$ cat src/hw/rtl/rau_pkg.sv
package rau_pkg;
	localparam int OperandWidth = 32;
	localparam int ProdWidth = 64;
	localparam int CntWidth = 7;

	typedef enum logic [1:0] {
		FUNC_ADD = 2'd0,
		FUNC_SUB = 2'd1,
		FUNC_MUL = 2'd2,
		FUNC_DIV = 2'd3
	} func_t;

	typedef enum logic [3:0] {
		ST_IDLE,
		ST_MUL1,
		ST_MUL2,
		ST_SUM,
		ST_GCD_CHK,
		ST_REM_INIT,
		ST_REM_STEP,
		ST_GCD_SWAP,
		ST_QN_INIT,
		ST_QN_STEP,
		ST_QD_INIT,
		ST_QD_STEP,
		ST_FIN,
		ST_OUT
	} state_t;

	typedef enum logic [1:0] {
		DIV_GCD = 2'd0,
		DIV_NUM = 2'd1,
		DIV_DEN = 2'd2
	} div_sel_t;

	typedef struct packed {
		logic load;
		logic mul1;
		logic mul2;
		logic sum;
		logic gcd_init;
		logic div_init;
		logic div_step;
		logic gcd_swap;
		div_sel_t div_sel;
		logic fin;
	} cmd_t;

	typedef struct packed {
		logic err;
		logic y_zero;
		logic div_last;
	} sts_t;
endpackage

$ cat src/hw/rtl/rau_datapath.sv
module rau_datapath #(
	parameter int OPERAND_WIDTH = rau_pkg::OperandWidth
) (
	input  logic                     clk,
	input  logic [1:0]               func,
	input  logic [OPERAND_WIDTH-1:0] a_num,
	input  logic [OPERAND_WIDTH-1:0] a_den,
	input  logic [OPERAND_WIDTH-1:0] b_num,
	input  logic [OPERAND_WIDTH-1:0] b_den,
	input  rau_pkg::cmd_t            cmd,
	output rau_pkg::sts_t            sts,
	output logic [63:0]              res_num,
	output logic [62:0]              res_den,
	output logic                     err
);
	import rau_pkg::*;
	localparam int MW = OPERAND_WIDTH;
	localparam int PW = 2 * OPERAND_WIDTH;

	logic [1:0] func_q;
	logic [MW-1:0] an_q, ad_q, bn_q, bd_q;
	logic sn_an, sn_ad, sn_bn, sn_bd;
	logic [PW-1:0] p1_q, p2_q, num_q, den_q, x_q, y_q;
	logic p1n_q, p2n_q, numn_q, denn_q, err_q;
	logic [PW-1:0] rem_q, quo_q, dvd_q, dvs_q;
	logic [CntWidth-1:0] cnt_q;
	logic [MW-1:0] m_a, m_b;
	logic [PW-1:0] prod;
	logic [PW:0] trial;
	logic [PW:0] rsh;
	logic [63:0] quo_w;
	logic [63:0] rn;
	logic [PW-1:0] dvd_sel;

	function automatic logic [MW-1:0] absv(input logic [MW-1:0] v);
		return v[MW-1] ? (~v + 1'b1) : v;
	endfunction

	assign sn_an = an_q[MW-1];
	assign sn_ad = ad_q[MW-1];
	assign sn_bn = bn_q[MW-1];
	assign sn_bd = bd_q[MW-1];

	always_comb begin
		m_a = absv(an_q);
		m_b = absv(bd_q);
		if (cmd.mul1 && func_q == FUNC_MUL) begin
			m_b = absv(bn_q);
		end
		if (cmd.mul2) begin
			unique case (func_q)
				FUNC_ADD, FUNC_SUB: begin
					m_a = absv(bn_q);
					m_b = absv(ad_q);
				end
				FUNC_MUL: begin
					m_a = absv(ad_q);
					m_b = absv(bd_q);
				end
				default: begin
					m_a = absv(ad_q);
					m_b = absv(bn_q);
				end
			endcase
		end
		if (cmd.sum) begin
			m_a = absv(ad_q);
			m_b = absv(bd_q);
		end
	end
	assign prod = PW'(m_a) * PW'(m_b);

	always_comb begin
		unique case (cmd.div_sel)
			DIV_GCD: dvd_sel = x_q;
			DIV_NUM: dvd_sel = num_q;
			default: dvd_sel = den_q;
		endcase
	end
	assign rsh = {rem_q, dvd_q[PW-1]};
	assign trial = rsh - {1'b0, dvs_q};
	assign quo_w = 64'(quo_q);
	assign rn = (numn_q ^ denn_q && num_q != '0) ? ~quo_w + 1'b1 : quo_w;

	always_ff @(posedge clk) begin
		if (cmd.load) begin
			func_q <= func;
			an_q <= a_num;
			ad_q <= a_den;
			bn_q <= b_num;
			bd_q <= b_den;
			err_q <= (a_den == '0) || (b_den == '0) || (func == FUNC_DIV && b_num == '0);
		end
		if (cmd.mul1) begin
			p1_q <= prod;
			p1n_q <= ((func_q == FUNC_MUL) ? (sn_an ^ sn_bn) : (sn_an ^ sn_bd))
				&& prod != '0;
		end
		if (cmd.mul2) begin
			p2_q <= prod;
			unique case (func_q)
				FUNC_ADD: p2n_q <= (sn_bn ^ sn_ad) && prod != '0;
				FUNC_SUB: p2n_q <= !(sn_bn ^ sn_ad) && prod != '0;
				FUNC_MUL: p2n_q <= (sn_ad ^ sn_bd) && prod != '0;
				default: p2n_q <= (sn_ad ^ sn_bn) && prod != '0;
			endcase
		end
		if (cmd.sum) begin
			if (func_q == FUNC_MUL || func_q == FUNC_DIV) begin
				num_q <= p1_q;
				numn_q <= p1n_q;
				den_q <= p2_q;
				denn_q <= p2n_q;
			end else begin
				if (p1n_q == p2n_q) begin
					num_q <= p1_q + p2_q;
					numn_q <= p1n_q;
				end else if (p1_q >= p2_q) begin
					num_q <= p1_q - p2_q;
					numn_q <= p1n_q && p1_q != p2_q;
				end else begin
					num_q <= p2_q - p1_q;
					numn_q <= p2n_q;
				end
				den_q <= prod;
				denn_q <= sn_ad ^ sn_bd;
			end
		end
		if (cmd.gcd_init) begin
			x_q <= num_q;
			y_q <= den_q;
		end
		if (cmd.div_init) begin
			dvd_q <= dvd_sel;
			dvs_q <= (cmd.div_sel == DIV_GCD) ? y_q : x_q;
			rem_q <= '0;
			quo_q <= '0;
			cnt_q <= '0;
		end
		if (cmd.div_step) begin
			dvd_q <= dvd_q << 1;
			cnt_q <= cnt_q + 1'b1;
			if (!trial[PW]) begin
				rem_q <= trial[PW-1:0];
				quo_q <= {quo_q[PW-2:0], 1'b1};
			end else begin
				rem_q <= rsh[PW-1:0];
				quo_q <= {quo_q[PW-2:0], 1'b0};
			end
		end
		if (cmd.gcd_swap) begin
			x_q <= y_q;
			y_q <= rem_q;
		end
		if (cmd.div_init && cmd.div_sel == DIV_DEN) begin
			res_num <= rn;
		end else if (cmd.fin && err_q) begin
			res_num <= '0;
		end
		if (cmd.fin) begin
			res_den <= err_q ? '0 : 63'(quo_q);
			err <= err_q;
		end
	end

	assign sts.err = err_q;
	assign sts.y_zero = (y_q == '0);
	assign sts.div_last = (cnt_q == CntWidth'(PW - 1));
endmodule

$ cat src/hw/rtl/rau_ctrl.sv
module rau_ctrl (
	input  logic          clk,
	input  logic          arst_n,
	input  logic          in_fire,
	input  logic          out_fire,
	input  rau_pkg::sts_t sts,
	output rau_pkg::cmd_t cmd,
	output logic          busy,
	output logic          out_valid
);
	import rau_pkg::*;
	state_t st_q, st_d;

	always_ff @(posedge clk or negedge arst_n) begin
		if (!arst_n) begin
			st_q <= ST_IDLE;
		end else begin
			st_q <= st_d;
		end
	end

	always_comb begin
		st_d = st_q;
		unique case (st_q)
			ST_IDLE: if (in_fire) st_d = ST_MUL1;
			ST_MUL1: st_d = ST_MUL2;
			ST_MUL2: st_d = ST_SUM;
			ST_SUM: st_d = sts.err ? ST_QD_STEP : ST_GCD_CHK;
			ST_GCD_CHK: st_d = ST_REM_INIT;
			ST_REM_INIT: st_d = sts.y_zero ? ST_QN_INIT : ST_REM_STEP;
			ST_REM_STEP: if (sts.div_last) st_d = ST_GCD_SWAP;
			ST_GCD_SWAP: st_d = ST_REM_INIT;
			ST_QN_INIT: st_d = ST_QN_STEP;
			ST_QN_STEP: if (sts.div_last) st_d = ST_QD_INIT;
			ST_QD_INIT: st_d = ST_QD_STEP;
			ST_QD_STEP: if (sts.div_last || sts.err) st_d = ST_FIN;
			ST_FIN: st_d = ST_OUT;
			ST_OUT: if (out_fire) st_d = ST_IDLE;
			default: st_d = ST_IDLE;
		endcase
	end

	always_comb begin
		cmd = '0;
		unique case (st_q)
			ST_IDLE: cmd.load = in_fire;
			ST_MUL1: cmd.mul1 = 1'b1;
			ST_MUL2: cmd.mul2 = 1'b1;
			ST_SUM: cmd.sum = 1'b1;
			ST_GCD_CHK: cmd.gcd_init = 1'b1;
			ST_REM_INIT: cmd.div_init = !sts.y_zero;
			ST_REM_STEP: cmd.div_step = 1'b1;
			ST_GCD_SWAP: cmd.gcd_swap = 1'b1;
			ST_QN_INIT: begin
				cmd.div_init = 1'b1;
				cmd.div_sel = DIV_NUM;
			end
			ST_QN_STEP: begin
				cmd.div_step = 1'b1;
				cmd.div_sel = DIV_NUM;
			end
			ST_QD_INIT: begin
				cmd.div_init = 1'b1;
				cmd.div_sel = DIV_DEN;
			end
			ST_QD_STEP: begin
				cmd.div_step = !sts.err;
				cmd.div_sel = DIV_DEN;
			end
			ST_FIN: begin
				cmd.fin = 1'b1;
				cmd.div_sel = DIV_DEN;
			end
			default: cmd = '0;
		endcase
	end

	assign busy = (st_q != ST_IDLE);
	assign out_valid = (st_q == ST_OUT);
endmodule

$ cat src/hw/rtl/rational_arithmetic_unit.sv
// channel | dir | tdata bits                                   | tuser
// s_axis  | in  | func, a_num, a_den, b_num, b_den (130 -> 136) | -
// m_axis  | out | res_num, res_den (127 -> 128)                 | err
// The 64-step restoring divider serves both the gcd remainder steps and the reduction.
// An item that raises err skips the gcd and the divisions and goes from the sum to the result.
// Reset clears the controller only; one item is in flight at a time.
// A stalled result holds until m_axis_tready; s_axis_tready is low meanwhile.
module rational_arithmetic_unit #(
	parameter int OPERAND_WIDTH = rau_pkg::OperandWidth
) (
	input  logic         clk,
	input  logic         arst_n,
	input  logic         s_axis_tvalid,
	output logic         s_axis_tready,
	input  logic [135:0] s_axis_tdata,  // func, a_num, a_den, b_num, b_den
	output logic         m_axis_tvalid,
	input  logic         m_axis_tready,
	output logic [127:0] m_axis_tdata,  // res_num, res_den
	output logic         m_axis_tuser   // err
);
	import rau_pkg::*;
	cmd_t cmd;
	sts_t sts;
	logic busy;
	logic [63:0] res_num;
	logic [62:0] res_den;
	logic [63:0] dp_num;
	logic [62:0] dp_den;
	logic dp_err;

	assign s_axis_tready = !busy;

	rau_ctrl u_ctrl (
		.clk(clk), .arst_n(arst_n),
		.in_fire(s_axis_tvalid && s_axis_tready),
		.out_fire(m_axis_tvalid && m_axis_tready),
		.sts(sts), .cmd(cmd), .busy(busy), .out_valid(m_axis_tvalid)
	);

	rau_datapath #(.OPERAND_WIDTH(OPERAND_WIDTH)) u_dp (
		.clk(clk),
		.func(s_axis_tdata[1:0]),
		.a_num(s_axis_tdata[2 +: OPERAND_WIDTH]),
		.a_den(s_axis_tdata[34 +: OPERAND_WIDTH]),
		.b_num(s_axis_tdata[66 +: OPERAND_WIDTH]),
		.b_den(s_axis_tdata[98 +: OPERAND_WIDTH]),
		.cmd(cmd), .sts(sts),
		.res_num(dp_num), .res_den(dp_den), .err(dp_err)
	);

	assign res_num = dp_num;
	assign res_den = dp_den;
	assign m_axis_tdata = {1'b0, res_den, res_num};
	assign m_axis_tuser = dp_err;
endmodule

$ cat config.mk
export PLATFORM = sky130hd
export DESIGN_NAME = rational_arithmetic_unit
export DESIGN_NICKNAME = d
export VERILOG_FILES = /design/src/hw/rtl/rau_pkg.sv /design/src/hw/rtl/rau_datapath.sv /design/src/hw/rtl/rau_ctrl.sv /design/src/hw/rtl/rational_arithmetic_unit.sv
export SDC_FILE = /design/constraint.sdc
export NUM_CORES = 2
export LEC_CHECK = 0
export BUFFER_PORTS_ARGS = -buffer_cell sky130_fd_sc_hd__clkbuf_2
export CAP_MARGIN = 20
export CORE_AREA = 5 5 394 396
export CTS_BUF_LIST = sky130_fd_sc_hd__clkbuf_4 sky130_fd_sc_hd__clkbuf_8
export DETAILED_ROUTE_END_ITERATION = 10
export DIE_AREA = 0 0 399 401
export PLACE_DENSITY = 0.77
export REMOVE_ABC_BUFFERS = 1
export SLEW_MARGIN = 0
export SYNTH_ARGS = -nofsm -noshare
export SYNTH_HDL_FRONTEND = slang
export SYNTH_SLANG_ARGS = --single-unit
$ cat constraint.sdc
create_clock -name clk -period 23.9 [get_ports clk]
set_clock_uncertainty 0.1 [all_clocks]
set_input_delay 4.78 -clock clk [delete_from_list [all_inputs] [get_ports clk]]
set_output_delay 4.78 -clock clk [all_outputs]
set_load 0.02 [all_outputs]
==> metrics.md <==
| Metric | Value |
|---|---|
| Layout area overhead | `7.43%` |
| Overflow left after global routing | `0` |
| Die Wd | `around 400 um` |
| Worst hold margin | `between 0.3 and 0.4 ns` |
| Num ports | `around 270` |
| Iteration-0 DRC Markers | `8270` |
| Slowest CP cell | `inv_6` |
| RSZ-0062 raised after global routing | `false` |
| CTS root buf | `clkbuf_8` |
| Layout cells sized above 1 | `10.2%` |
| Sequential cell area | `27400 um2` |
| Max Fclk | `0.0721 GHz` |
| Critical path data arrival time | `about 14 ns` |
| Residual DRC count | `0` |
| Fin Setup TNS | `0 ns` |
| Number of synthesized flops with an enable pin | `909` |
| Initial DRT Pass Iterations | `9` |
| #FFs+latches synth | `914` |
| Worst-Skew Late Latency | `approximately 0.96 ns` |
| Post-DP HPWL | `228 mm` |
| CTS tree | `done` |
| Tightest Pin Transition | `1.31 ns` |
| Worst path required time | `approximately 24 ns` |
| CTS H-Tree Depth | `4` |
| Mean Syn Cell Area | `around 9.4 um2` |
| Post-CTS Setup Inserts | `0` |
| Final Hold Fails | `0` |
| Vias after detailed routing | `approximately 75000` |
| Crit-path most repeated cell | `fa_1` |
| Status | `completed` |
| Layout Nets | `approximately 11000` |
| Max Cap Violations | `0` |
| Yosys warns | `0` |
| WP buf/inv | `9` |
| Met2 wire length | `132 mm` |
| Slew headroom | `12.0%` |
| Vias in the first global route | `approximately 76000` |
| Clock sinks | `914` |
| Critical Path Start Type | `flop` |
| Synthesized instance count | `9562` |
| Post-synth ARST share | `less than 1%` |
| Worst-path clk slew | `roughly 0.06 ns` |
| Slowest cell delay on critical path | `0.90 ns` |
| Cells resized by post-CTS repair | `0` |
| WL final | `between 200 and 300 mm` |
| DR top layer | `met5` |
| Worst Hold Class | `flop to flop` |
| Final ANT Viol Nets | `0` |
| Setup CP Type | `flop to flop` |
| Fillers | `about 12000` |
| Antenna violations before repair | `10` |
| Multi-input logic area | `56200 um2` |
| Largest net degree at the start of global routing | `roughly 140` |
| Most common cell after layout, fill and taps aside | `inv_1` |
| IO Port Bufs | `263` |
| Final Core Density | `a little under two thirds` |
| Max Slew Vio Count | `0` |
| Commonest cells after routing, fill and taps aside | `inv_1 (1270), nand2_1 (1160), edfxtp_1 (909)` |
| First-pass GRT wire length | `approximately 450 mm` |
| Register area share after synthesis | `30.5%` |
| Post-synth top flop | `edfxtp_1` |
| FP Rows | `between 100 and 150` |
| Total CTS buffers | `156` |
| Full die area | `160000 um2` |
| Synth unique cells | `just over 100` |
| Worst setup EP type | `flop` |
| Critical path fanouts, max | `90` |
| Fin crit share | `58.0%` |
| GPL Wtd Cong | `1.04` |
| Wirelength per Cell | `roughly 25 um` |
| Total core area | `around 150000 um2` |
| Length of routed met3 wiring | `32.1 mm` |
| DR vias/cell | `approximately 6.4` |
| Met1 WL | `about 110 mm` |
| Critical path's top delay family | `adder cells` |
| Max Root-Sink Buffers | `3` |
| Gr usage total | `between 30% and 40%` |
| Initial Util | `between 50% and 60%` |
| Cts hold-fix bufs | `0` |
| Endpoints failing setup | `0` |
| Cell Area, Synth | `90000 um2` |
| Minimum clock period after layout | `about 14 ns` |
| Die height | `around 400 um` |
| R2R setup slack | `around 10 ns` |
[kinds of logic (layout without fill, tap and decap cells)]
kind of cell	after synthesis	in the layout	share of synthesized area, %
compound gates	1919	1919	13.6
xor+xnor	345	345	3.36
fa+ha+maj	1427	1427	27.3
buf+inv	1793	1960	7.56
flops	914	914	30.5
mux	253	253	3.09
other cells	1	5	0.00417
simple gates	2910	2910	14.6
[metal layers]
| metal | vias to the layer above | GRT usage [%] |
|---|---|---|
| met1 | 36500 | 48.2 |
| met2 | 4673 | 56.9 |
| met3 | 1039 | 8.13 |
| met4 | 6 | 22.2 |
| li1 | 32600 | - |
| met5 | - | 0 |
[layout make-up]
type | instances | share of cell area [%]
timing repair buffer | 411 | 2.61
sequential | 914 | 28.4
inverter | 1274 | 4.96
multi-input combinational | 6855 | 58.1
clock inverter | 72 | 0.734
antenna | 4 | 0.0104
clock buffer | 203 | 2.62
tap | 2030 | 2.63
[through the flow]
step	cells	worst slack [ns]	cell area [um2]
finish	11800	10.03	96700
global route	11800	9.72	96700
CTS	11800	10.11	96600
detailed placement	11500	10.17	93300
global placement	11500	10.39	93300
floorplan	9043	8.75	88000
[path summary, 6_finish.rpt]
check	startpoint	endpoint	cells past startpoint
max reg2reg	u_ctrl.st_q[0]$_DFFE_PN0P_	u_dp.p1n_q$_DFFE_PP_	33
min reg2reg	u_dp.dvd_q[0]$_SDFFE_PP0P_	u_dp.dvd_q[0]$_SDFFE_PP0P_	2
max	u_ctrl.st_q[0]$_DFFE_PN0P_	u_dp.p1n_q$_DFFE_PP_	33
min	u_dp.dvd_q[0]$_SDFFE_PP0P_	u_dp.dvd_q[0]$_SDFFE_PP0P_	2
max in group asynchronous	arst_n	u_ctrl.st_q[1]$_DFFE_PN0P_	1
min in group asynchronous	arst_n	u_ctrl.st_q[0]$_DFFE_PN0P_	1
[cells in the mapped netlist, types with 13 or more instances]
cell type | number | area [um2]
o21bai_1 | 81 | 608
xnor2_1 | 151 | 1320
or2_2 | 24 | 150
a21boi_0 | 21 | 158
fa_1 | 900 | 18000
o22ai_1 | 50 | 313
clkbuf_1 | 437 | 1640
nand3b_1 | 14 | 105
a221oi_1 | 13 | 114
ha_1 | 527 | 6590
nor2_1 | 851 | 3190
or3_1 | 52 | 325
mux2i_1 | 55 | 551
a31oi_1 | 50 | 313
nand4_1 | 116 | 726
or4_1 | 32 | 240
buf_2 | 39 | 195
o21ai_1 | 29 | 145
o211ai_1 | 47 | 353
buf_1 | 37 | 139
nor2b_1 | 109 | 682
and2_1 | 129 | 807
a211oi_1 | 42 | 315
inv_1 | 1272 | 4770
a211o_1 | 14 | 123
o31ai_1 | 73 | 548
o21ai_0 | 503 | 2520
a2111oi_0 | 13 | 114
nand2_1 | 1164 | 4370
nand2b_1 | 46 | 288
nor4_1 | 118 | 738
o41ai_1 | 32 | 280
xor2_1 | 194 | 1700
nor3_1 | 95 | 475
a21oi_1 | 500 | 2500
mux2_2 | 198 | 2230
nand3_1 | 88 | 440
a222oi_1 | 70 | 701
a22oi_1 | 49 | 368
a21o_1 | 115 | 863
o311ai_0 | 15 | 131
edfxtp_1 | 909 | 27300
and3_1 | 31 | 194
o21a_1 | 72 | 541
[flip-flops by register name, summed over array words and instances, names as in the netlist, 63 cells and up]
register      cells
u_dp.quo_q       64
u_dp.dvs_q       64
u_dp.num_q       64
u_dp.res_den     63
u_dp.y_q         64
u_dp.p1_q        64
u_dp.res_num     64
u_dp.dvd_q       64
u_dp.x_q         64
u_dp.rem_q       64
u_dp.p2_q        64
u_dp.den_q       64
[tightest hold or removal path, delay by kind of cell, from the launching register on]
family           cells  cell delay [ns]
AO/OA/AOI/OAI        1             0.07
flip-flops           1             0.31
AND/OR/NAND/NOR      1             0.06
Power is not shown: default switching activity piles up to over one toggle a cycle in this logic, so the estimate is an artifact.
